`src/sv/assert_macros.svh`:
```
// ---------------------------------------------------------------------------
// assert_macros.svh
// Concurrent assertion shorthands shared by the RTL that checks itself.
// ---------------------------------------------------------------------------
`ifndef ASSERT_MACROS_SVH
`define ASSERT_MACROS_SVH

// Check that expr holds in the same cycle whenever cond holds.
`define ASSERT_IMPLIES(label, clk, rstn, cond, expr, msg) \
    label: assert property (@(posedge clk) disable iff (!rstn) (cond) |-> (expr)) \
        else $error(msg);

// Check that expr holds in the cycle after cond.
`define ASSERT_NEXT(label, clk, rstn, cond, expr, msg) \
    label: assert property (@(posedge clk) disable iff (!rstn) (cond) |=> (expr)) \
        else $error(msg);

`endif

```
`src/sv/post_pkg.sv`:
```
// ---------------------------------------------------------------------------
// post_pkg
// Shared types, codes and the sample conversion for the outlier spread test.
// ---------------------------------------------------------------------------
package post_pkg;

    localparam logic [63:0] RECORD_MARK = 64'h216C7174786A7A21;
    localparam logic [63:0] FRAC_MASK   = 64'h000FFFFFFFFFFFFF;
    localparam logic [63:0] HIDDEN_BIT  = 64'h0010000000000000;
    localparam logic [12:0] EXP_ANCHOR  = 13'd1065;

    localparam int unsigned WORD_W  = 64;
    localparam int unsigned FIX_W   = 32;
    localparam int unsigned SUM_W   = 35;
    localparam int unsigned POS_W   = 5;
    localparam int unsigned COUNT_W = 4;
    localparam int unsigned CFG_W   = 32;

    // Record positions: words taken so far in the current record.
    localparam logic [POS_W-1:0] POS_IDLE         = 5'd0;
    localparam logic [POS_W-1:0] POS_TAG          = 5'd1;
    localparam logic [POS_W-1:0] POS_FIRST_SAMPLE = 5'd2;
    localparam logic [POS_W-1:0] POS_LAST_LOW     = 5'd9;
    localparam logic [POS_W-1:0] POS_LAST         = 5'd17;

    // What kind of word an item in flight is.
    localparam logic [1:0] KIND_MAGIC = 2'd0;
    localparam logic [1:0] KIND_TAG   = 2'd1;
    localparam logic [1:0] KIND_LOW   = 2'd2;
    localparam logic [1:0] KIND_HIGH  = 2'd3;

    localparam logic [1:0] VERDICT_UNTOUCHED = 2'd0;
    localparam logic [1:0] VERDICT_EXCEEDED  = 2'd1;
    localparam logic [1:0] VERDICT_WITHIN    = 2'd2;

    localparam logic CFG_DEVIATION_LIMIT = 1'b0;
    localparam logic CFG_SPREAD_WEIGHT   = 1'b1;

    localparam logic [CFG_W-1:0] DEVIATION_LIMIT_RESET = 32'd1638;
    localparam logic [CFG_W-1:0] SPREAD_WEIGHT_RESET   = 32'd2684191;

    typedef struct packed {
        logic [WORD_W-1:0] word;
        logic              first;
    } in_item_t;

    typedef struct packed {
        logic [1:0]        verdict;
        logic [WORD_W-1:0] tag_out;
    } out_item_t;

    // Control that travels with each item down the pipeline.
    typedef struct packed {
        logic       valid;
        logic [1:0] kind;
        logic       close_low;   // eighth sample: mean and spread settle
        logic       close_rec;   // last sample: result leaves
    } item_ctl_t;

    // Accumulated record statistics handed to the decision stage.
    typedef struct packed {
        logic [WORD_W-1:0]  square_sum;
        logic [WORD_W-1:0]  mean_sq;
        logic [COUNT_W-1:0] count;
    } stats_t;

    // Raw double bits to unsigned fixed point with 10 fraction bits.
    function automatic logic [FIX_W-1:0] to_fixed(input logic [WORD_W-1:0] w);
        logic [12:0]       e;
        logic [12:0]       s;
        logic [WORD_W-1:0] m;
        logic [WORD_W-1:0] shifted;
        e = {1'b0, w[63:52]};
        s = (EXP_ANCHOR > e) ? (EXP_ANCHOR - e) : (e - EXP_ANCHOR);
        m = (w & FRAC_MASK) | HIDDEN_BIT;
        shifted = m >> s[5:0];
        if (w == '0 || s[12:6] != '0) begin
            to_fixed = '0;
        end else begin
            to_fixed = shifted[FIX_W-1:0];
        end
    endfunction

endpackage

```
`src/sv/post_convert.sv`:
```
// ---------------------------------------------------------------------------
// post_convert
// Converts sample words to fixed point; other words pass unchanged.
// ---------------------------------------------------------------------------
module post_convert (
    input  logic                        aclk,
    input  logic                        aresetn,
    input  logic                        adv,
    input  post_pkg::item_ctl_t         r1_ctl,
    input  logic [post_pkg::WORD_W-1:0] r1_word,
    output post_pkg::item_ctl_t         r2_ctl,
    output logic [post_pkg::WORD_W-1:0] r2_word,
    output logic [post_pkg::FIX_W-1:0]  r2_val
);

    post_pkg::item_ctl_t         r2_ctl_reg;
    logic [post_pkg::WORD_W-1:0] r2_word_reg;
    logic [post_pkg::FIX_W-1:0]  r2_val_reg;

    always_ff @(posedge aclk) begin
        if (!aresetn) begin
            r2_ctl_reg <= '0;
        end else if (adv) begin
            r2_ctl_reg <= r1_ctl;
        end
    end

    always_ff @(posedge aclk) begin
        if (adv) begin
            r2_word_reg <= r1_word;
            r2_val_reg  <= post_pkg::to_fixed(r1_word);
        end
    end

    assign r2_ctl  = r2_ctl_reg;
    assign r2_word = r2_word_reg;
    assign r2_val  = r2_val_reg;

endmodule

```
`config.mk`:
```
export PLATFORM = sky130hd
export DESIGN_NAME = post_convert
export DESIGN_NICKNAME = d
export VERILOG_FILES = /design/src/sv/assert_macros.svh /design/src/sv/post_pkg.sv /design/src/sv/post_convert.sv
export SDC_FILE = /design/constraint.sdc
export NUM_CORES = 1
export LEC_CHECK = 0
export BUFFER_PORTS_ARGS = -buffer_cell sky130_fd_sc_hd__buf_2
export CAP_MARGIN = 0
export CORE_UTILIZATION = 50
export CTS_CLUSTER_SIZE = 14
export DETAILED_ROUTE_END_ITERATION = 7
export PLACE_DENSITY = 0.76
export SLEW_MARGIN = 25
export SYNTH_ARGS = -nofsm -noshare
export SYNTH_HDL_FRONTEND = slang
export SYNTH_SLANG_ARGS = --single-unit
```
`constraint.sdc`:
```
create_clock -name aclk -period 9.52 [get_ports aclk]
set_input_delay 1.904 -clock aclk [delete_from_list [all_inputs] [get_ports aclk]]
set_output_delay 1.904 -clock aclk [all_outputs]
set_load 0.1 [all_outputs]
```
==> summary by stage <==
CTS
The H-tree was split into 3 levels. The post-cts repair resize count is 0. The clock tree buffer depth is 2.

The TritonCTS clock tree is built. Buffers inserted during clock tree synthesis total 9. The clock latency of the later-clocked register in the worst-skew pair is 360 ps. Post-CTS timing repair inserted 0 buffers for setup. Clock tree synthesis found a total of 101 sinks. The number of buffers inserted by hold repair at cts is 0. The master cell of the clock root buffer is clkbuf_16. After clock tree synthesis, the clock-pin slew on the worst setup and hold paths is 70 ps.

Place
The routability-driven placement congestion ratio is 0.952. In this run the tool buffered the top-level ports with 172 buffer cells. After detailed placement, the total cell area comes to ~7800 um^2. The HPWL reported at the end of detailed placement is roughly 16000 um.

Global routing
The first global-routing pass estimated 31300 um of wire. The overflow left after global routing is 0. The met2 routing resource usage after global routing is approximately 46%. The pin count of the biggest net entering global routing is 58. The via count of the first global-routing pass was 5602. The global-route track usage on met3 is under 10%. In this run the most used layer during global routing was met2. The initial antenna violation count is 0. The global routing usage on met1 is 38.7%. The total global routing track utilization is 28.8%.

Route
The final layout contains routed wiring with a total length of 20300 um. The first detailed-routing pass ran for 5 iterations. The violation count after the first detailed-routing iteration is 654. The average wire per standard cell is 21.5 um. The number of nets with antenna violations after routing is 0. For this run, design rule violations remaining after detail routing come to 0. Using the TritonRoute via totals, the vias-per-cell ratio works out to 6.29.

The detailed router placed about 5900 vias in this run.

Layout
The repair_antennas step left the layout with diodes totalling 0. The area of all placed cells without fillers is just over 8000 um^2. The register with the most flip-flops in the layout has 64 of them. The fill cell instance count of the final layout is approximately 1100. Cells with a size suffix above 1 make up 33.5% of the layout. The relative area change from synthesis to final layout is 17.4%. The most common cell after layout, fill and taps aside is buf_2. For this run, the post-layout net count is 838.

Leaving out fill and tap cells, the most frequent cells in the layout are 171 x buf_2, 108 x nand2_1, 96 x edfxtp_1.

Timing
The number of pins with negative max-slew slack in the final report is 0. The number of hold violations in the final report came to 0. Hold is met by 517 ps.

In this run the tightest slew margin relative to its limit is 30.5%. Setup violations remaining at the end of the flow were counted as 0. The post-route clock period utilization is 60.8%. The final period demand of the worst path is 5790 ps. Setup repair after global routing left no endpoint under its margin. The transition time of the tightest slew-check pin is 1040 ps.

The final setup skew is 0 ps. Adding up every negative setup slack in the final design gives 0 ps. Static timing analysis puts the maximum clock frequency at 173 MHz.

Die
Measured along the y axis, the die boundary spans 120 um. The standard-cell row count is 42. Pin placement for this block handled 173 I/O pins. The die covers approximately 14000 um^2. In this run the standard cell core region covers roughly 13000 um^2. The x dimension of the die is 120 um. Once the floorplan was initialized, standard cells occupied 51.7% of the core.

Run status
The run finished with clean final reports.

Synth
When the netlist entered floorplanning its net count stood at 690. In this run the cell area of the synthesized design comes to 6930 um^2. Synthesis inferred between 100 and 150 register bits. For this run, the leading register cell type out of synthesis is edfxtp_1. Yosys mapped a number of flops with a built-in enable equal to 96. The proportion of register bits with asynchronous set or reset after synthesis is 0%. The sequential cell area fraction in the yosys report is 43.1%. During synthesis, Yosys emitted a total of 0 warnings. Synthesis produced a netlist whose cell count is 614. The netlist uses 64 different library cells. The mean area per synthesized cell is 11.3 um^2.

Power
In this run the power density over the cells is 187 nW/um^2. The design draws 1.52 mW. Summed over all cells, the static leakage comes to 3.31 nW. The maximum VDD drop is 0.121 mV.

Critical path
Traced cell by cell, the critical path runs through buf_2 -> buf_4 -> inv_2 -> ha_1 -> nand2b_1 -> a21o_1 -> nand2_1 -> xor2_1 -> o41ai_1 -> nand4_1 -> nor2_2 -> o211ai_1 -> o211ai_1. The cell with the largest stage delay on the worst path is nand4_1. The kind of capture point of the worst setup path is a register.

Data on the critical path arrives at its endpoint at 5980 ps. On the worst path, the slowest cell contributes a delay of 710 ps. The cell that appears most often on the critical path is o211ai_1.

The worst setup path is launched from a primary input. Among cell families on the critical path, the largest total delay comes from simple AND/OR/NAND/NOR gates. The worst setup path category is primary input to register. Together, buffers and inverters on the worst path number 3. For the worst setup path, the data required time is roughly 10000 ps. The maximum fanout encountered on the critical timing path is 49.

Hold path
The min-delay analysis places its worst path in the category register to register.

Flow run
The tool flagged a number of max-cap violations equal to 0.
==> logic make-up (layout without fill, tap and decap cells) <==
| group | Yosys count | in the layout | share of synthesized area (%) |
|---|---|---|---|
| AND/OR/NAND/NOR | 221 | 221 | 15.3 |
| multiplexers | 127 | 127 | 25.6 |
| AO/OA/AOI/OAI | 103 | 103 | 9.90 |
| flip-flops | 101 | 101 | 43.1 |
| buffers and inverters | 51 | 204 | 4.12 |
| XOR/XNOR | 7 | 7 | 1.26 |
| adder cells (fa/ha/maj) | 4 | 4 | 0.722 |
==> metrics by stage <==
| stage | setup WS, ps | std cells | utilization [%] |
|---|---|---|---|
| global placement | 3690 | 927 | 58.5 |
| global route | 3300 | 943 | 60.7 |
| CTS | 3790 | 943 | 60.7 |
| floorplan | 4770 | 614 | - |
| finish | 3730 | 943 | 60.7 |
| detailed placement | 3450 | 927 | 58.5 |
==> where the power goes <==
group	internal (mW)	switching [mW]	total (mW)	leakage [nW]
clock network	0.206	0.155	0.361	0.147
registers	0.521	0.00778	0.529	0.972
logic	0.154	0.476	0.630	2.20
==> layout make-up <==
cell class / instances / area, um^2 / area share (%)
flip-flops and latches: 101 / 2980 / 36.7
repair buffers: 179 / 916 / 11.3
well taps: 176 / 220 / 2.71
multi-input cells: 462 / 3680 / 45.3
inverters: 9 / 33.8 / 0.415
clock inverters: 3 / 17.5 / 0.215
clock buffers: 13 / 282 / 3.46
==> synth_stat cells (2+ instances only) <==
master	number	share of area (%)
or3_1	4	0.36
buf_4	8	0.87
buf_2	15	1.1
nand3_1	34	2.5
dfxtp_1	5	1.4
nand2b_1	5	0.45
mux2i_1	79	11
nor2b_1	9	0.81
and3_1	2	0.18
nor3_1	7	0.51
buf_6	6	0.98
o21ai_0	20	1.4
o22ai_1	7	0.63
a22o_1	3	0.38
edfxtp_1	96	42
a32oi_1	5	0.63
a221oi_1	2	0.25
a31oi_1	3	0.27
nor4_1	13	1.2
buf_1	2	0.11
o21ai_1	4	0.29
a2111oi_0	2	0.25
nand4_1	7	0.63
mux4_2	38	12
a21oi_1	20	1.4
inv_1	7	0.38
nor2_1	21	1.1
xor2_1	2	0.25
mux2_2	7	1.1
ha_1	4	0.72
o31ai_1	3	0.33
a211oi_1	5	0.54
o211ai_1	8	0.87
clkbuf_1	11	0.60
o21a_1	4	0.43
xnor2_1	3	0.38
o221ai_1	8	1.0
inv_2	2	0.11
nand2_1	108	5.9
==> per-layer routing <==
layer / vias to the layer above / part of all wire, %
met4: 0 / 2.7
met3: 40 / 8.9
met1: 2873 / 40
met2: 319 / 48
met5: - / 0
li1: 2699 / -
==> worst reg2reg max path: stages (launching register included) <==
cell and delay [ps]:
dfxtp_1 310, mux2i_1 130, nor2b_1 60
==> worst paths after layout <==
path          startpoint   endpoint  slack, ps  cells past startpoint
max          r1_word[52]  r2_val[5]       3730                     13
min            r2_ctl[0]  r2_ctl[0]        520                      2
max reg2reg    r2_ctl[1]  r2_ctl[1]       8910                      2
min reg2reg    r2_ctl[0]  r2_ctl[0]        520                      2
(Power assumes the default switching activity.)
