## config.mk

```make
export PLATFORM = sky130hd
export DESIGN_NAME = post_stats
export DESIGN_NICKNAME = d
export VERILOG_FILES = /design/src/sv/assert_macros.svh /design/src/sv/post_pkg.sv /design/src/sv/post_stats.sv
export SDC_FILE = /design/constraint.sdc
export NUM_CORES = 2
export LEC_CHECK = 0
export ABC_AREA = 1
export BUFFER_PORTS_ARGS = -buffer_cell sky130_fd_sc_hd__buf_2
export CAP_MARGIN = 10
export CORE_MARGIN = 2
export CORE_UTILIZATION = 46
export CTS_BUF_LIST = sky130_fd_sc_hd__clkbuf_4 sky130_fd_sc_hd__clkbuf_8
export CTS_CLUSTER_DIAMETER = 40
export CTS_CLUSTER_SIZE = 20
export DETAILED_ROUTE_END_ITERATION = 8
export PLACE_DENSITY = 0.73
export SYNTH_ARGS = -nofsm -noshare
export SYNTH_HDL_FRONTEND = slang
export SYNTH_SLANG_ARGS = --single-unit
```

## constraint.sdc

```tcl
create_clock -name aclk -period 9.2 [get_ports aclk]
set_input_delay 0 -clock aclk [delete_from_list [all_inputs] [get_ports aclk]]
set_output_delay 0 -clock aclk [all_outputs]
set_load 0.005 [all_outputs]
```

## src/sv/assert_macros.svh

```systemverilog
// ---------------------------------------------------------------------------
// assert_macros.svh
// Concurrent assertion shorthands shared by the RTL that checks itself.
// ---------------------------------------------------------------------------
`ifndef ASSERT_MACROS_SVH
`define ASSERT_MACROS_SVH

// Check that expr holds in the same cycle whenever cond holds.
`define ASSERT_IMPLIES(label, clk, rstn, cond, expr, msg) \
    label: assert property (@(posedge clk) disable iff (!rstn) (cond) |-> (expr)) \
        else $error(msg);

// Check that expr holds in the cycle after cond.
`define ASSERT_NEXT(label, clk, rstn, cond, expr, msg) \
    label: assert property (@(posedge clk) disable iff (!rstn) (cond) |=> (expr)) \
        else $error(msg);

`endif

```

## src/sv/post_pkg.sv

```systemverilog
// ---------------------------------------------------------------------------
// post_pkg
// Shared types, codes and the sample conversion for the outlier spread test.
// ---------------------------------------------------------------------------
package post_pkg;

    localparam logic [63:0] RECORD_MARK = 64'h216C7174786A7A21;
    localparam logic [63:0] FRAC_MASK   = 64'h000FFFFFFFFFFFFF;
    localparam logic [63:0] HIDDEN_BIT  = 64'h0010000000000000;
    localparam logic [12:0] EXP_ANCHOR  = 13'd1065;

    localparam int unsigned WORD_W  = 64;
    localparam int unsigned FIX_W   = 32;
    localparam int unsigned SUM_W   = 35;
    localparam int unsigned POS_W   = 5;
    localparam int unsigned COUNT_W = 4;
    localparam int unsigned CFG_W   = 32;

    // Record positions: words taken so far in the current record.
    localparam logic [POS_W-1:0] POS_IDLE         = 5'd0;
    localparam logic [POS_W-1:0] POS_TAG          = 5'd1;
    localparam logic [POS_W-1:0] POS_FIRST_SAMPLE = 5'd2;
    localparam logic [POS_W-1:0] POS_LAST_LOW     = 5'd9;
    localparam logic [POS_W-1:0] POS_LAST         = 5'd17;

    // What kind of word an item in flight is.
    localparam logic [1:0] KIND_MAGIC = 2'd0;
    localparam logic [1:0] KIND_TAG   = 2'd1;
    localparam logic [1:0] KIND_LOW   = 2'd2;
    localparam logic [1:0] KIND_HIGH  = 2'd3;

    localparam logic [1:0] VERDICT_UNTOUCHED = 2'd0;
    localparam logic [1:0] VERDICT_EXCEEDED  = 2'd1;
    localparam logic [1:0] VERDICT_WITHIN    = 2'd2;

    localparam logic CFG_DEVIATION_LIMIT = 1'b0;
    localparam logic CFG_SPREAD_WEIGHT   = 1'b1;

    localparam logic [CFG_W-1:0] DEVIATION_LIMIT_RESET = 32'd1638;
    localparam logic [CFG_W-1:0] SPREAD_WEIGHT_RESET   = 32'd2684191;

    typedef struct packed {
        logic [WORD_W-1:0] word;
        logic              first;
    } in_item_t;

    typedef struct packed {
        logic [1:0]        verdict;
        logic [WORD_W-1:0] tag_out;
    } out_item_t;

    // Control that travels with each item down the pipeline.
    typedef struct packed {
        logic       valid;
        logic [1:0] kind;
        logic       close_low;   // eighth sample: mean and spread settle
        logic       close_rec;   // last sample: result leaves
    } item_ctl_t;

    // Accumulated record statistics handed to the decision stage.
    typedef struct packed {
        logic [WORD_W-1:0]  square_sum;
        logic [WORD_W-1:0]  mean_sq;
        logic [COUNT_W-1:0] count;
    } stats_t;

    // Raw double bits to unsigned fixed point with 10 fraction bits.
    function automatic logic [FIX_W-1:0] to_fixed(input logic [WORD_W-1:0] w);
        logic [12:0]       e;
        logic [12:0]       s;
        logic [WORD_W-1:0] m;
        logic [WORD_W-1:0] shifted;
        e = {1'b0, w[63:52]};
        s = (EXP_ANCHOR > e) ? (EXP_ANCHOR - e) : (e - EXP_ANCHOR);
        m = (w & FRAC_MASK) | HIDDEN_BIT;
        shifted = m >> s[5:0];
        if (w == '0 || s[12:6] != '0) begin
            to_fixed = '0;
        end else begin
            to_fixed = shifted[FIX_W-1:0];
        end
    endfunction

endpackage

```

## src/sv/post_stats.sv

```systemverilog
// ---------------------------------------------------------------------------
// post_stats
// Sample sum, squares, mean square and outlier count over two stages.
// ---------------------------------------------------------------------------
module post_stats (
    input  logic                        aclk,
    input  logic                        aresetn,
    input  logic                        adv,
    input  logic [post_pkg::CFG_W-1:0]  deviation_limit,
    input  post_pkg::item_ctl_t         r2_ctl,
    input  logic [post_pkg::WORD_W-1:0] r2_word,
    input  logic [post_pkg::FIX_W-1:0]  r2_val,
    output post_pkg::item_ctl_t         r4_ctl,
    output logic [post_pkg::WORD_W-1:0] r4_word,
    output post_pkg::stats_t            stats
);

    // first stage: sum, square, outlier test
    logic [post_pkg::SUM_W-1:0]  sum_reg;
    post_pkg::item_ctl_t         r3_ctl_reg;
    logic [post_pkg::WORD_W-1:0] r3_word_reg;
    logic [post_pkg::WORD_W-1:0] r3_sq_reg;
    logic                        r3_outlier_reg;

    // second stage: square sum, mean square, count
    logic [post_pkg::WORD_W-1:0]  square_sum_reg;
    logic [post_pkg::WORD_W-1:0]  mean_sq_reg;
    logic [post_pkg::COUNT_W-1:0] count_reg;
    post_pkg::item_ctl_t          r4_ctl_reg;
    logic [post_pkg::WORD_W-1:0]  r4_word_reg;

    logic [post_pkg::FIX_W-1:0]  mean;
    logic [post_pkg::FIX_W-1:0]  distance;
    logic [post_pkg::WORD_W-1:0] val_wide;
    logic [post_pkg::WORD_W-1:0] mean_wide;
    logic [post_pkg::WORD_W-1:0] sq_next;
    logic [post_pkg::WORD_W-1:0] mean_sq_next;

    assign mean         = sum_reg[post_pkg::SUM_W-1:3];
    assign distance     = (r2_val >= mean) ? (r2_val - mean) : (mean - r2_val);
    assign val_wide     = {{(post_pkg::WORD_W-post_pkg::FIX_W){1'b0}}, r2_val};
    assign mean_wide    = {{(post_pkg::WORD_W-post_pkg::FIX_W){1'b0}}, mean};
    assign sq_next      = val_wide * val_wide;
    assign mean_sq_next = mean_wide * mean_wide;

    always_ff @(posedge aclk) begin
        if (!aresetn) begin
            r3_ctl_reg <= '0;
            r4_ctl_reg <= '0;
        end else if (adv) begin
            r3_ctl_reg <= r2_ctl;
            r4_ctl_reg <= r3_ctl_reg;
        end
    end

    always_ff @(posedge aclk) begin
        if (adv) begin
            r3_word_reg    <= r2_word;
            r3_sq_reg      <= sq_next;
            r3_outlier_reg <= (distance >= deviation_limit);
            r4_word_reg    <= r3_word_reg;

            if (r2_ctl.valid && r2_ctl.kind == post_pkg::KIND_MAGIC) begin
                sum_reg <= '0;
            end else if (r2_ctl.valid && r2_ctl.kind == post_pkg::KIND_LOW) begin
                sum_reg <= sum_reg + {3'b000, r2_val};
            end

            if (r3_ctl_reg.valid) begin
                if (r3_ctl_reg.kind == post_pkg::KIND_MAGIC) begin
                    square_sum_reg <= '0;
                    count_reg      <= '0;
                end else if (r3_ctl_reg.kind == post_pkg::KIND_LOW) begin
                    square_sum_reg <= square_sum_reg + r3_sq_reg;
                end else if (r3_ctl_reg.kind == post_pkg::KIND_HIGH && r3_outlier_reg) begin
                    count_reg <= count_reg + 4'd1;
                end
                // sum now holds all eight low samples
                if (r3_ctl_reg.close_low) begin
                    mean_sq_reg <= mean_sq_next;
                end
            end
        end
    end

    assign r4_ctl           = r4_ctl_reg;
    assign r4_word          = r4_word_reg;
    assign stats.square_sum = square_sum_reg;
    assign stats.mean_sq    = mean_sq_reg;
    assign stats.count      = count_reg;

endmodule

```

==> results.json <==
{
  "outcome": "completed",
  "cp-start-kind": "register",
  "place.gp.congestion": 0.976,
  "drt-initial-drc-count": 5461,
  "hpwlAfterDp_mm": 212,
  "rsz0062_at_grt": "no",
  "finalHoldViolations": 0,
  "yosys_most_used_dff": "edfxtp_1",
  "fin_crit_sh": 0.860,
  "design_area_sq_mm": 0.0941,
  "worst-setup-path-type": "reg2reg",
  "critPathCaptureType": "register",
  "rows": 159,
  "cts_sinks": 368,
  "numPortBuffers": 335,
  "drive_gt1_frac": 0.0509,
  "ys_seq_elements": 368,
  "first_pass_iters": 6,
  "antenna_left": 0,
  "via_count": 69600,
  "synth.yosys.seq_area_share": 0.127,
  "routed_via_density": 4.97,
  "synth_cells": 11100,
  "yosys.area.top_type": "fa_1",
  "worst-path-max-fanout": 24,
  "slew-limit-headroom": 0.172,
  "grt_pass1_wl_mm": 398,
  "area_delta_synth_final_pct": 8.67,
  "cts_inserted_buffers": 60,
  "cap_viol_max_count": 0,
  "avgSynthCellArea_sq_um": 7.82,
  "cp_data_required_time_ns": 9.73,
  "crit_arrival_ns": 8.44,
  "async_flop_share": 0,
  "fmax_ghz": 0.126,
  "num_io_pins": 337,
  "floorplan.initialDensity": 0.462,
  "root_buffer": "clkbuf_8",
  "synth-edff-count": 358,
  "fin_crit_ns": 7.91,
  "die_area_sq_mm": 0.192,
  "netlist.area_leader.share": 0.367,
  "grt_max_degree": 143,
  "maxSlewViolCount": 0,
  "fin_setup_tns_ns": 0,
  "ys_types": 46,
  "first_global_vias": 72700,
  "antenna_found_initial": 5,
  "coreArea_sq_mm": 0.187,
  "hp-class": "in2reg",
  "yosysWarnings": 0,
  "nFillCells": 18000,
  "clk-insertion-delay-late_ns": 0.80,
  "syn_area_sq_mm": 0.0865,
  "fin_skew_ns": 0.0909,
  "htreeDepth": 2,
  "synth_area_leaders": "fa_1, inv_1, nand2_1, edfxtp_1, ha_1",
  "clockBufferDepth": 3,
  "nets": 14000,
  "grt.overflow.total": 0,
  "clkTransAtPathRegs_ns": 0.08,
  "drcViolationCount": 0,
  "die_y_um": 438,
  "cts_setup_buffers": 0,
  "wirelength_mm": 251,
  "setup-violations-final": 0,
  "track_usage": 0.267,
  "cts_tree": "yes",
  "place_area_sq_mm": 0.0912,
  "worstMarginPinSlew_ns": 1.24,
  "fp.dieW_um": 438,
  "post_drt_wl_per_cell_um": 17.9
}
==> synth_stat cells, types with 8 or more instances <==
cell type  instances
ha_1             781
xnor2_1           39
nor3_1            44
a21oi_1          398
a21o_1            11
nand4_1           38
inv_1           3332
o21bai_1          62
nor2_1           545
fa_1            1587
clkbuf_1         202
edfxtp_1         358
nand3_1          231
buf_1             18
dfxtp_1           10
nand3b_1          10
or2_2              8
nand2_1         2953
o21ai_0          184
o21a_1            15
nor4_1            11
a31o_2            12
xor2_1           146
==> critical path: stages (launching register included) <==
cell and delay [ns]:
edfxtp_1 1.16, nand2_1 0.29, fa_1 0.58, inv_1 0.06
fa_1 0.51, inv_1 0.06, fa_1 0.40, fa_1 0.54
inv_1 0.05, fa_1 0.56, fa_1 0.44, fa_1 0.50
inv_1 0.05, fa_1 0.47, inv_1 0.04, ha_1 0.37
nand2_1 0.13, nor2_1 0.18, inv_1 0.08, nor3_1 0.54
nand2_1 0.27, inv_1 0.10, nand2_1 0.07, nand3_1 0.09
nand2_1 0.10
==> timing repair <==
item	CTS	global route
gates resized for setup	0	0
hold buffers	140	0
hold endpoints to repair	177	0
==> final cells by class <==
cell class | count | area (sq um) | area share
diodes | 2 | 5.00 | 0.0000532
well taps | 2495 | 3120 | 0.0332
multi-input cells | 7127 | 62200 | 0.661
clock inverters | 49 | 643 | 0.00684
repair buffers | 564 | 3770 | 0.0401
clock buffers | 63 | 848 | 0.00902
inverters | 3341 | 12500 | 0.133
flip-flops and latches | 368 | 11000 | 0.116
==> per-stage QoR <==
| step | instances | setup WS [ns] | hold WS (ns) | utilization |
|---|---|---|---|---|
| 2_1_floorplan | 11100 | 2.44 | 0.0989 | - |
| 3_3_place_gp | 13800 | 1.32 | 0.176 | 0.486 |
| 3_5_place_dp | 13800 | 1.46 | 0.178 | 0.486 |
| 4_1_cts | 14000 | 1.43 | 0.00193 | 0.502 |
| 5_1_grt | 14000 | 0.996 | 0.0343 | 0.502 |
| 6_report | 14000 | 1.29 | 0.0613 | 0.502 |
==> kinds of logic (layout without fill, tap and decap cells) <==
logic type / count (synthesis) / count (layout) / share of synthesized area
AOI/OAI and AO/OA: 701 / 701 / 0.0440
xor gates and xnor gates: 185 / 185 / 0.0187
adders and majority gates: 2368 / 2368 / 0.480
buffers and inverters: 3572 / 4017 / 0.155
DFF: 368 / 368 / 0.127
other: 1 / 5 / 0.0000433
and+or+nand+nor: 3870 / 3870 / 0.175
==> routing by layer <==
| metal | vias up | GRT usage | part of all wire |
|---|---|---|---|
| li1 | 32900 | - | - |
| met1 | 33700 | 0.352 | 0.41 |
| met2 | 2568 | 0.444 | 0.47 |
| met3 | 473 | 0.0290 | 0.069 |
| met4 | 4 | 0.119 | 0.052 |
| met5 | - | 0 | 0.00011 |
==> layout by cell type (no fill, tap or decap), types with 44 or more instances in the layout <==
cell / instances
a21oi_1: 398
buf_2: 334
buf_4: 88
clkbuf_8: 61
dlygate4sd3_1: 140
edfxtp_1: 358
fa_1: 1587
ha_1: 781
inv_1: 3332
nand2_1: 2953
nand3_1: 231
nor2_1: 542
nor3_1: 44
o21ai_0: 184
o21bai_1: 62
xor2_1: 146
==> final timing paths <==
| check | start | endpoint | slack (ns) | cells after the start |
|---|---|---|---|---|
| worst max-delay path | sum_reg[24] | mean_sq_reg[38] | 1.29 | 24 |
| worst min-delay path | r2_word[42] | r3_word_reg[42] | 0.06 | 2 |
| worst max register to register | sum_reg[24] | mean_sq_reg[38] | 1.29 | 24 |
| worst min register to register | r3_word_reg[56] | r4_word[56] | 0.42 | 0 |
Power is left out: the tool's default activity adds up to more than one toggle a clock period on the data nets, which glitch-free logic cannot reach.
