==> src/sv/assert_macros.svh <==
// ---------------------------------------------------------------------------
// assert_macros.svh
// Concurrent assertion shorthands shared by the RTL that checks itself.
// ---------------------------------------------------------------------------
`ifndef ASSERT_MACROS_SVH
`define ASSERT_MACROS_SVH

// Check that expr holds in the same cycle whenever cond holds.
`define ASSERT_IMPLIES(label, clk, rstn, cond, expr, msg) \
    label: assert property (@(posedge clk) disable iff (!rstn) (cond) |-> (expr)) \
        else $error(msg);

// Check that expr holds in the cycle after cond.
`define ASSERT_NEXT(label, clk, rstn, cond, expr, msg) \
    label: assert property (@(posedge clk) disable iff (!rstn) (cond) |=> (expr)) \
        else $error(msg);

`endif

==> src/sv/post_pkg.sv <==
// ---------------------------------------------------------------------------
// post_pkg
// Shared types, codes and the sample conversion for the outlier spread test.
// ---------------------------------------------------------------------------
package post_pkg;

    localparam logic [63:0] RECORD_MARK = 64'h216C7174786A7A21;
    localparam logic [63:0] FRAC_MASK   = 64'h000FFFFFFFFFFFFF;
    localparam logic [63:0] HIDDEN_BIT  = 64'h0010000000000000;
    localparam logic [12:0] EXP_ANCHOR  = 13'd1065;

    localparam int unsigned WORD_W  = 64;
    localparam int unsigned FIX_W   = 32;
    localparam int unsigned SUM_W   = 35;
    localparam int unsigned POS_W   = 5;
    localparam int unsigned COUNT_W = 4;
    localparam int unsigned CFG_W   = 32;

    // Record positions: words taken so far in the current record.
    localparam logic [POS_W-1:0] POS_IDLE         = 5'd0;
    localparam logic [POS_W-1:0] POS_TAG          = 5'd1;
    localparam logic [POS_W-1:0] POS_FIRST_SAMPLE = 5'd2;
    localparam logic [POS_W-1:0] POS_LAST_LOW     = 5'd9;
    localparam logic [POS_W-1:0] POS_LAST         = 5'd17;

    // What kind of word an item in flight is.
    localparam logic [1:0] KIND_MAGIC = 2'd0;
    localparam logic [1:0] KIND_TAG   = 2'd1;
    localparam logic [1:0] KIND_LOW   = 2'd2;
    localparam logic [1:0] KIND_HIGH  = 2'd3;

    localparam logic [1:0] VERDICT_UNTOUCHED = 2'd0;
    localparam logic [1:0] VERDICT_EXCEEDED  = 2'd1;
    localparam logic [1:0] VERDICT_WITHIN    = 2'd2;

    localparam logic CFG_DEVIATION_LIMIT = 1'b0;
    localparam logic CFG_SPREAD_WEIGHT   = 1'b1;

    localparam logic [CFG_W-1:0] DEVIATION_LIMIT_RESET = 32'd1638;
    localparam logic [CFG_W-1:0] SPREAD_WEIGHT_RESET   = 32'd2684191;

    typedef struct packed {
        logic [WORD_W-1:0] word;
        logic              first;
    } in_item_t;

    typedef struct packed {
        logic [1:0]        verdict;
        logic [WORD_W-1:0] tag_out;
    } out_item_t;

    // Control that travels with each item down the pipeline.
    typedef struct packed {
        logic       valid;
        logic [1:0] kind;
        logic       close_low;   // eighth sample: mean and spread settle
        logic       close_rec;   // last sample: result leaves
    } item_ctl_t;

    // Accumulated record statistics handed to the decision stage.
    typedef struct packed {
        logic [WORD_W-1:0]  square_sum;
        logic [WORD_W-1:0]  mean_sq;
        logic [COUNT_W-1:0] count;
    } stats_t;

    // Raw double bits to unsigned fixed point with 10 fraction bits.
    function automatic logic [FIX_W-1:0] to_fixed(input logic [WORD_W-1:0] w);
        logic [12:0]       e;
        logic [12:0]       s;
        logic [WORD_W-1:0] m;
        logic [WORD_W-1:0] shifted;
        e = {1'b0, w[63:52]};
        s = (EXP_ANCHOR > e) ? (EXP_ANCHOR - e) : (e - EXP_ANCHOR);
        m = (w & FRAC_MASK) | HIDDEN_BIT;
        shifted = m >> s[5:0];
        if (w == '0 || s[12:6] != '0) begin
            to_fixed = '0;
        end else begin
            to_fixed = shifted[FIX_W-1:0];
        end
    endfunction

endpackage

==> src/sv/post_verdict.sv <==
// ---------------------------------------------------------------------------
// post_verdict
// Spread, record eligibility and the result register.
// ---------------------------------------------------------------------------
module post_verdict (
    input  logic                        aclk,
    input  logic                        aresetn,
    input  logic                        adv,
    input  logic                        out_ready,
    input  logic [post_pkg::CFG_W-1:0]  spread_weight,
    input  post_pkg::item_ctl_t         r4_ctl,
    input  logic [post_pkg::WORD_W-1:0] r4_word,
    input  post_pkg::stats_t            stats,
    output logic                        out_valid,
    output post_pkg::out_item_t         out_item
);

    logic                        eligible_reg;
    logic [post_pkg::WORD_W-1:0] held_tag_reg;
    logic [post_pkg::WORD_W-1:0] spread_reg;
    logic                        out_valid_reg;
    post_pkg::out_item_t         out_item_reg;

    logic [post_pkg::CFG_W+post_pkg::COUNT_W-1:0] lhs;
    logic [post_pkg::WORD_W-1:0]                  rhs;
    logic                                         exceeded;
    post_pkg::out_item_t                          item_next;

    assign lhs      = {{post_pkg::COUNT_W{1'b0}}, spread_weight}
                    * {{post_pkg::CFG_W{1'b0}}, stats.count};
    assign rhs      = {spread_reg[post_pkg::WORD_W-4:0], 3'b000};
    assign exceeded = {{(post_pkg::WORD_W-post_pkg::CFG_W-post_pkg::COUNT_W){1'b0}}, lhs} > rhs;

    always_comb begin
        if (!eligible_reg) begin
            item_next.verdict = post_pkg::VERDICT_UNTOUCHED;
            item_next.tag_out = held_tag_reg;
        end else if (exceeded) begin
            item_next.verdict = post_pkg::VERDICT_EXCEEDED;
            item_next.tag_out = {62'd0, post_pkg::VERDICT_EXCEEDED};
        end else begin
            item_next.verdict = post_pkg::VERDICT_WITHIN;
            item_next.tag_out = {62'd0, post_pkg::VERDICT_WITHIN};
        end
    end

    always_ff @(posedge aclk) begin
        if (!aresetn) begin
            out_valid_reg <= 1'b0;
            eligible_reg  <= 1'b0;
        end else if (adv) begin
            if (r4_ctl.valid && r4_ctl.close_rec) begin
                out_valid_reg <= 1'b1;
            end else if (out_ready) begin
                out_valid_reg <= 1'b0;
            end
            if (r4_ctl.valid && r4_ctl.kind == post_pkg::KIND_MAGIC) begin
                eligible_reg <= (r4_word == post_pkg::RECORD_MARK);
            end else if (r4_ctl.valid && r4_ctl.kind == post_pkg::KIND_TAG
                         && r4_word != '0) begin
                eligible_reg <= 1'b0;
            end
        end
    end

    always_ff @(posedge aclk) begin
        if (adv) begin
            if (r4_ctl.valid && r4_ctl.close_rec) begin
                out_item_reg <= item_next;
            end
            if (r4_ctl.valid && r4_ctl.kind == post_pkg::KIND_MAGIC) begin
                held_tag_reg <= '0;
            end else if (r4_ctl.valid && r4_ctl.kind == post_pkg::KIND_TAG) begin
                held_tag_reg <= r4_word;
            end
            if (r4_ctl.valid && r4_ctl.close_low) begin
                spread_reg <= (stats.square_sum >> 3) - stats.mean_sq;
            end
        end
    end

    assign out_valid = out_valid_reg;
    assign out_item  = out_item_reg;

endmodule

==> config.mk <==
export PLATFORM = sky130hd
export DESIGN_NAME = post_verdict
export DESIGN_NICKNAME = d
export VERILOG_FILES = /design/src/sv/assert_macros.svh /design/src/sv/post_pkg.sv /design/src/sv/post_verdict.sv
export SDC_FILE = /design/constraint.sdc
export NUM_CORES = 1
export LEC_CHECK = 0
export BUFFER_PORTS_ARGS = -buffer_cell sky130_fd_sc_hd__buf_4
export CAP_MARGIN = 20
export CORE_UTILIZATION = 25
export DETAILED_ROUTE_END_ITERATION = 6
export SYNTH_ARGS = -nofsm -noshare
export SYNTH_HDL_FRONTEND = slang
export SYNTH_SLANG_ARGS = --single-unit
==> constraint.sdc <==
create_clock -name aclk -period 7.4 [get_ports aclk]
set_input_delay 1.85 -clock aclk [delete_from_list [all_inputs] [get_ports aclk]]
set_output_delay 1.85 -clock aclk [all_outputs]
set_load 0.01 [all_outputs]
==> flow_summary.rst, run 1 <==
.. list-table::
   :header-rows: 1

   * - Metric
     - Value
   * - Met1 track demand over resource
     - between 15 and 20%
   * - ANT nets after route
     - 0
   * - Syn_nets
     - around 2000
   * - Worst Setup Path Type
     - input pin to flop
   * - # H-tree levels
     - 4
   * - Peak clock frequency supported by timing
     - 139 MHz
   * - Number of global-route vias before repair
     - between 10000 and 15000
   * - Effective utilization at floorplan
     - between 20 and 30%
   * - Net switching power
     - 1.23 mW
   * - Busiest metal layer after global routing
     - met2
   * - Peak per-stage delay on the critical path
     - 540 ps
   * - DRC marker count from the first detailed-route iteration
     - a little over 600
   * - Wirelength per Cell
     - between 15 and 20 microns
   * - HP Start
     - out_valid
   * - Endpoint of the worst-slack reg-to-reg timing path
     - out_item[0]
   * - Total internal power
     - roughly 2.5 mW
   * - Power density cells
     - around 190 nW/um^2
   * - Endpoint with the worst hold slack
     - out_valid
   * - Worst IR Drop VDD
     - between 0.0001 and 0.00015 V
   * - Num ports
     - around 300
   * - Sequential share of the synthesized area
     - 37.5%
   * - Met3 Track Usage GR
     - under 10%
   * - Simple-gate area share of the yosys netlist
     - a little under a fifth
   * - Overall die width
     - about 250 microns
   * - Count of cells along the worst register-to-register path
     - 9
   * - Antenna violations before repair
     - 2
   * - RD Place Congestion
     - slightly below 0.9
   * - Seq pwr share
     - approximately a third
   * - Xor and xnor fraction of the mapped netlist area
     - just over 5%
   * - Max reg flops
     - 66
   * - Total GRT Usage
     - between 10% and 20%
   * - Critical path endpoint category
     - flop
   * - Logic pwr share
     - between 30% and 40%
   * - Number of pins with negative max-slew slack in the final report
     - 0
   * - Via total after detailed routing
     - around 13000
   * - HPWL reported at the end of detailed placement
     - approximately 35000 microns
   * - Data required time of the critical path
     - approximately 7600 ps
   * - Clock latency reported for the late side of the worst-skew pair
     - 460 ps
   * - Cell variety after synth
     - 60
   * - Synth Register Bits
     - 193
   * - Share of post-route cells with drive strength above 1
     - between 20% and 30%
   * - Max_cap viols
     - 0
   * - Complex-gate fraction of the synthesized area
     - approximately an eighth
   * - Launch instance of the worst register-to-register path
     - spread_reg[2]
   * - Total number of cells along the worst setup path
     - 26
   * - Final std cells w/o fill
     - about 2800
   * - Worst-case clock buffer depth
     - 2
   * - Clk sinks
     - approximately 190
   * - Bufs and invs on worst path
     - 5
   * - Pwr Total
     - ~3.8 mW
   * - Clk root buf
     - clkbuf_16
   * - DRC violations left
     - 0
   * - Endpoints failing hold
     - 0
   * - Highest-delay cell along the critical path
     - fa_1
   * - Family with the most delay on the worst path
     - adder cells
   * - TritonCTS clock tree
     - yes
   * - Worst clock skew
     - ~18 ps
   * - Maximum number of pins on one net before global-route repair
     - 68
   * - Final critical-path share of the clock period
     - 97.0%
   * - Met2 track demand over resource in global routing
     - between 20 and 25%
   * - Status
     - finished, final reports clean
   * - CTS buffer count
     - 17
   * - Cell repeated most along the worst path
     - buf_4
   * - Type of the tightest min-delay check
     - flop to flop
   * - Largest family of logic cells by synthesized area
     - simple AND/OR/NAND/NOR gates
   * - Predominant post-synthesis flop cell
     - edfxtp_1
   * - Max-slew headroom
     - between 30% and 40%
   * - Combined area of all synthesized cells
     - approximately 15000 sq um
   * - Static Leak
     - 9.09 nW
   * - Synthesis-to-finish area growth
     - 29.5%
   * - Most frequent standard cell in the layout excluding fill and tap cells
     - buf_4
   * - Switching portion of total power
     - about a third
   * - Number of flops mapped to enable cells by yosys
     - ~190
   * - Setup violators final
     - 0
   * - Ys async rst share
     - 0%
   * - Number of cells on the worst hold path
     - 2
   * - Post-placement cell count
     - between 2000 and 3000
   * - Adder-cell share of the synthesized area
     - 18.7%
   * - Global-route wire length before repair
     - 67100 microns
   * - Quantity of I/O buffers inserted on ports
     - 297
   * - Clock transition at the register clock pins on the worst setup and hold paths after CTS
     - 80 ps
   * - Number of diodes
     - 0
   * - Die Ht
     - about 250 microns
   * - Share of cell area taken by muxes after synthesis
     - less than 1%
   * - Max Fanout on Critical Path
     - 8
   * - Std-Cell Rows
     - 90
   * - Reg-to-reg slack, setup
     - 4670 ps
   * - Synthesized instance count
     - 1601
   * - Core Footprint
     - around 60000 sq um
   * - Total detailed-routing wirelength
     - 42300 microns
   * - Worst endpoint data arrival time
     - ~7400 ps
   * - GR Overflow Total
     - 0
   * - CP startpoint kind
     - input pin
   * - Post-Syn Area per Cell
     - 9.63 sq um
   * - Least-Margin Pin Slew
     - 974 ps
   * - Avg Vias per Cell
     - between 4 and 5
   * - Total number of yosys warnings
     - 0
   * - Clock power frac
     - about a quarter
   * - First-pass detailed-route iteration total
     - 5
   * - Min cycle time layout
     - between 7000 and 8000 ps
   * - Area enclosed by the die boundary
     - 62600 sq um
   * - Post-layout net count
     - between 2000 and 2500
   * - Commonest non-fill, non-tap cells in the layout
     - 397 x buf_4, 233 x inv_1, 191 x edfxtp_1
-- synth_stat cells, types with 3 or more instances --
master / count / area, sq um
o21ai_1: 5 / 25.0
o31ai_1: 3 / 22.5
a31oi_1: 10 / 62.6
a2bb2oi_1: 3 / 26.3
a21o_1: 59 / 443
o2111ai_1: 3 / 26.3
and4_1: 3 / 26.3
or2_2: 3 / 18.8
nand2b_1: 9 / 56.3
o21ai_0: 49 / 245
o211ai_1: 6 / 45.0
and3_1: 9 / 56.3
nor3_1: 22 / 110
edfxtp_1: 191 / 5740
xor2_1: 34 / 298
o221ai_1: 3 / 26.3
fa_1: 61 / 1220
nor4_1: 25 / 156
o41ai_1: 3 / 26.3
nand4_1: 36 / 225
inv_1: 233 / 875
a21boi_0: 6 / 45.0
a21oi_1: 100 / 500
ha_1: 133 / 1660
o21bai_1: 14 / 105
a221oi_1: 3 / 26.3
xnor2_1: 57 / 499
nand3_1: 21 / 105
and2_1: 91 / 569
or3_1: 7 / 43.8
nor2b_1: 139 / 870
nor2_1: 62 / 233
o21a_1: 9 / 67.6
nand2_1: 100 / 375
a211oi_1: 13 / 97.6
clkbuf_1: 45 / 169
-- timing repair --
action	in CTS	in global routing
hold endpoints to repair	0	0
cloned	0	0
buffers inserted	1	0
endpoints found under the setup margin	3	4
hold buffers	0	0
pin swaps	0	4
resized for setup	5	18
-- cell families (layout without fill, tap and decap cells) --
| family | after synthesis | in the layout |
|---|---|---|
| mux | 1 | 1 |
| fa+ha+maj | 194 | 194 |
| compound gates | 311 | 311 |
| buf+inv | 279 | 663 |
| flops | 193 | 193 |
| xor+xnor | 91 | 91 |
| simple gates | 532 | 532 |
-- per-stage QoR --
step                      hold WS, ps  worst slack [ps]  cell area (sq um)  utilization (%)  TNS (ps)
after floorplan                   499               101              15400                -         0
after global placement            498              -637              19200             31.7     -2100
after detailed placement          512              -736              19200             31.7     -2310
after CTS                         530              14.9              19900             32.8         0
after global routing              540             -15.2              20000             33.0     -28.6
final                             526               223              20000             33.0         0
-- metal layers --
metal	vias to the layer above	routed length, microns
li1	6243	-
met1	6089	19800
met2	320	19800
met3	48	1660
met4	4	935
met5	-	21
-- power by group through the flow --
stage,sequential (mW),combinational [mW],clock (mW)
floorplan,1.32,0.895,0
global placement,1.32,1.41,0
detailed placement,1.32,1.44,0
CTS,1.29,1.47,1.03
global route,1.30,1.66,1.06
finish,1.29,1.47,0.996
-- cell type report --
type	instances	area, sq um
Timing Repair Buffer	398	2990
Sequential cell	193	5780
Fill cell	6237	40600
Multi-Input combinational cell	1129	8720
Clock buffer	17	425
Clock inverter	15	196
Inverter	233	875
Tap cell	782	978
-- worst max-delay path by stage --
stage | startpoint | end | slack, ps
2_1_floorplan | stats[3] | out_item[0] | 100
3_3_place_gp | stats[3] | out_item[0] | -640
3_5_place_dp | stats[3] | out_item[1] | -740
4_1_cts | stats[3] | out_item[1] | 10
5_1_grt | stats[3] | out_item[1] | -20
6_report | stats[3] | out_item[0] | 220
-- worst reg2reg max path: cells and delay by family (launching register included) --
kind / cells / cell delay, ps
fa+ha+maj: 1 / 290
flops: 1 / 330
buf+inv: 1 / 40
mux: 1 / 240
simple gates: 4 / 970
compound gates: 2 / 650
Note: power is estimated with default switching activity, not from simulation.
==> run 2: changes to the inputs <==
--- a/config.mk
+++ b/config.mk
@@ -8,7 +8,10 @@
 export BUFFER_PORTS_ARGS = -buffer_cell sky130_fd_sc_hd__buf_4
 export CAP_MARGIN = 20
 export CORE_UTILIZATION = 25
+export CTS_CLUSTER_DIAMETER = 40
+export CTS_CLUSTER_SIZE = 30
 export DETAILED_ROUTE_END_ITERATION = 6
+export GPL_TIMING_DRIVEN = 0
 export SYNTH_ARGS = -nofsm -noshare
 export SYNTH_HDL_FRONTEND = slang
 export SYNTH_SLANG_ARGS = --single-unit
==> run 2 against run 1 <==
Net effect: final cell count decreased by 1.4%; total power decreased by 4.4%; first-iteration DRC count rose by 13%; critical path type unchanged; critical endpoint unchanged; highest routed layer unchanged.
==> flow_summary.rst, run 2 (same netlist as run 1, synthesis figures left out) <==
.. list-table::
   :header-rows: 1

   * - Metric
     - Value
   * - Max-slew headroom
     - 44.7% (+9.7 points)
   * - Max reg flops
     - 66 (unchanged)
   * - Num ports
     - 304 (unchanged)
   * - Final critical-path share of the clock period
     - 97.1% (+0.11 points)
   * - Area enclosed by the die boundary
     - 62600 sq um (unchanged)
   * - Die Ht
     - 250 microns (unchanged)
   * - Bufs and invs on worst path
     - 3 (-2)
   * - Reg-to-reg slack, setup
     - 4540 ps (-130 ps)
   * - Total number of cells along the worst setup path
     - 24 (-7.7%)
   * - Wirelength per Cell
     - 15.8 microns (+3.5%)
   * - Commonest non-fill, non-tap cells in the layout
     - 311 x buf_4, 233 x inv_1, 191 x edfxtp_1
   * - Sum Neg Setup Slack
     - 0 ps (unchanged)
   * - Number of pins with negative max-slew slack in the final report
     - 0 (unchanged)
   * - Highest-delay cell along the critical path
     - fa_2
   * - Worst endpoint data arrival time
     - 7400 ps (about the same)
   * - RD Place Congestion
     - 0.850 (-4.7%)
   * - Family with the most delay on the worst path
     - adder cells
   * - Critical path endpoint
     - out_item[0]
   * - Clk root buf
     - clkbuf_16
   * - Post-layout net count
     - 2362 (-1.7%)
   * - Total GRT Usage
     - 13.8% (+0.22 points)
   * - Worst-case clock buffer depth
     - 2 (unchanged)
   * - Via total after detailed routing
     - 12500 (-1.4%)
   * - First-pass detailed-route iteration total
     - 5 (unchanged)
   * - Core Footprint
     - 60600 sq um (unchanged)
   * - Fraction of the core area covered by cells at the end of the flow
     - 32.4% (-0.56 points)
   * - Effective utilization at floorplan
     - 25.4% (unchanged)
   * - Status
     - finished, final reports clean
   * - Std-Cell Rows
     - 90 (unchanged)
   * - Critical path endpoint category
     - flop
   * - Peak clock frequency supported by timing
     - 139 MHz (-0.11%)
   * - Power density cells
     - 183 nW/um^2 (-2.7%)
   * - ANT nets after route
     - 0 (unchanged)
   * - Count of cells along the worst register-to-register path
     - 9 (unchanged)
   * - Setup violators final
     - 0 (unchanged)
   * - Worst hold slack across all endpoints
     - 530 ps (+3.64 ps)
   * - Synthesis-to-finish area growth
     - 27.3%
   * - DRC marker count from the first detailed-route iteration
     - 688 (+13%)
   * - Maximum number of pins on one net before global-route repair
     - 58 (-15%)
   * - RSZ-0062 raised after global routing
     - true
   * - Worst clock skew
     - 13.0 ps (-5.03 ps)
   * - Fillcell total
     - 6273 (+0.58%)
   * - CP startpoint kind
     - input pin
   * - Global-route wire length before repair
     - 67700 microns (+0.82%)
   * - Clock latency reported for the late side of the worst-skew pair
     - 460 ps (about the same)
   * - Endpoints failing hold
     - 0 (unchanged)
   * - Type of the tightest min-delay check
     - flop to flop
   * - Worst IR Drop VDD
     - 0.000150 V (+12%)
   * - Start point of the critical path
     - stats[3]
   * - Quantity of I/O buffers inserted on ports
     - 297 (unchanged)
   * - Peak per-stage delay on the critical path
     - 590 ps (+50 ps)
   * - Static Leak
     - 8.75 nW (-3.8%)
   * - Least-Margin Pin Slew
     - 829 ps (-146 ps)
   * - Most frequent standard cell in the layout excluding fill and tap cells
     - buf_4
   * - Max_cap viols
     - 0 (unchanged)
   * - Endpoint of the worst-slack reg-to-reg timing path
     - out_item[0]
   * - # H-tree levels
     - 4 (unchanged)
   * - Total detailed-routing wirelength
     - 43200 microns (+2.1%)
   * - Clk sinks
     - 193 (unchanged)
   * - DRC violations left
     - 0 (unchanged)
   * - TritonCTS clock tree
     - yes
   * - Antenna violations before repair
     - 3 (+1)
   * - GR Overflow Total
     - 0 (unchanged)
   * - HPWL reported at the end of detailed placement
     - 35900 microns (+3.7%)
   * - Pwr Total
     - 3.60 mW (-4.4%)
   * - Min cycle time layout
     - 7180 ps (+8.06 ps)
   * - Max Fanout on Critical Path
     - 10 (+2)
   * - CTS buffer count
     - 17 (unchanged)
   * - Data required time of the critical path
     - 7620 ps (about the same)
   * - Overall die width
     - 250 microns (unchanged)
   * - Combined area of the multi-input logic cells
     - 8820 sq um (+1.1%)
   * - Area taken by flip-flops and latches
     - 5780 sq um (about the same)
   * - Worst Setup Path Type
     - input pin to flop
   * - Share of post-route cells with drive strength above 1
     - 20.0% (-3.2 points)
   * - Clock transition at the register clock pins on the worst setup and hold paths after CTS
     - 80 ps (about the same)
   * - Number of global-route vias before repair
     - 12600 (-2.1%)
   * - Launch instance of the worst register-to-register path
     - spread_reg[4]
   * - Avg Vias per Cell
     - 4.59 (about the same)
   * - Number of cells on the worst hold path
     - 2 (unchanged)
   * - Ordered cell list for the critical path
     - buf_4 -> buf_4 -> nand2_1 -> fa_1 -> fa_2 -> inv_1 -> ha_1 -> a211oi_2 -> o21bai_1 -> nor3b_4 -> a221oi_4 -> o41a_1 -> o31ai_4 -> a21oi_2 -> o21bai_1 -> a21oi_1 -> xnor2_1 -> ha_1 -> nand4_1 -> or3_4 -> or3_4 -> mux2i_4 -> nor4_4 -> a21o_1
run 2: cell types whose count changed in the layout (fill, tap and decap cells not counted), sizes merged:
cell,before,now
clkinv,4,3
clkinvlp,0,2
bufinv,3,0
inv,241,243
clkbuf,17,58
diode,0,2
buf,398,316
run 2: worst min path at each step:
stage | from | to
detailed placement | out_valid | out_valid
floorplan | held_tag_reg[0] | out_item[0]
global route | held_tag_reg[0] | out_item[0]
global placement | out_valid | out_valid
CTS | out_valid | out_valid
finish | out_valid | out_valid
run 2: layer usage:
layer	wire length, microns	track usage, %	vias up
li1	-	-	6168
met1	20700	19.0	6015
met2	19900	21.9	305
met3	1660	2.13	40
met4	978	4.68	2
met5	12	0	-
run 2: worst reg2reg max path: stages, from the launching register on:
cell and delay [ps]:
edfxtp_1 340, inv_1 50, ha_1 290, nand4_1 160, a2111oi_0 600, nand3_1 300, or3_4 410, mux2i_4 230
nor4_4 90, a21o_1 160
run 2: layout make-up:
type,count,share of cell area [%]
tap,782,4.99
clock inverter,15,0.797
sequential,193,29.4
buffer,46,0.982
antenna,2,0.0255
inverter,233,4.46
clock buffer,17,2.17
multi-input combinational,1129,44.9
timing repair buffer,311,12.2
run 2: what timing repair did:
action / 4_1_cts / 5_1_grt
endpoints found under the setup margin: 4 / 4
cloned: 0 / 0
pin swaps: 5 / 19
buffers inserted: 4 / 6
gates resized for setup: 26 / 29
hold buffers: 0 / 0
run 2: power by group:
group,total (mW),internal (mW),switching [mW]
Clock,0.919,0.452,0.467
Sequential,1.29,1.28,0.0128
Combinational,1.39,0.620,0.768
Total,3.60,2.35,1.25
run 2: through the flow:
step | worst slack, ps | instance area, sq um | cells
after floorplan | 101 | 15400 | 1601
after global placement | -1340 | 18600 | 2680
after detailed placement | -1390 | 18700 | 2684
after CTS | 20.6 | 19500 | 2720
after global routing | -59.9 | 19600 | 2727
final | 215 | 19600 | 2728
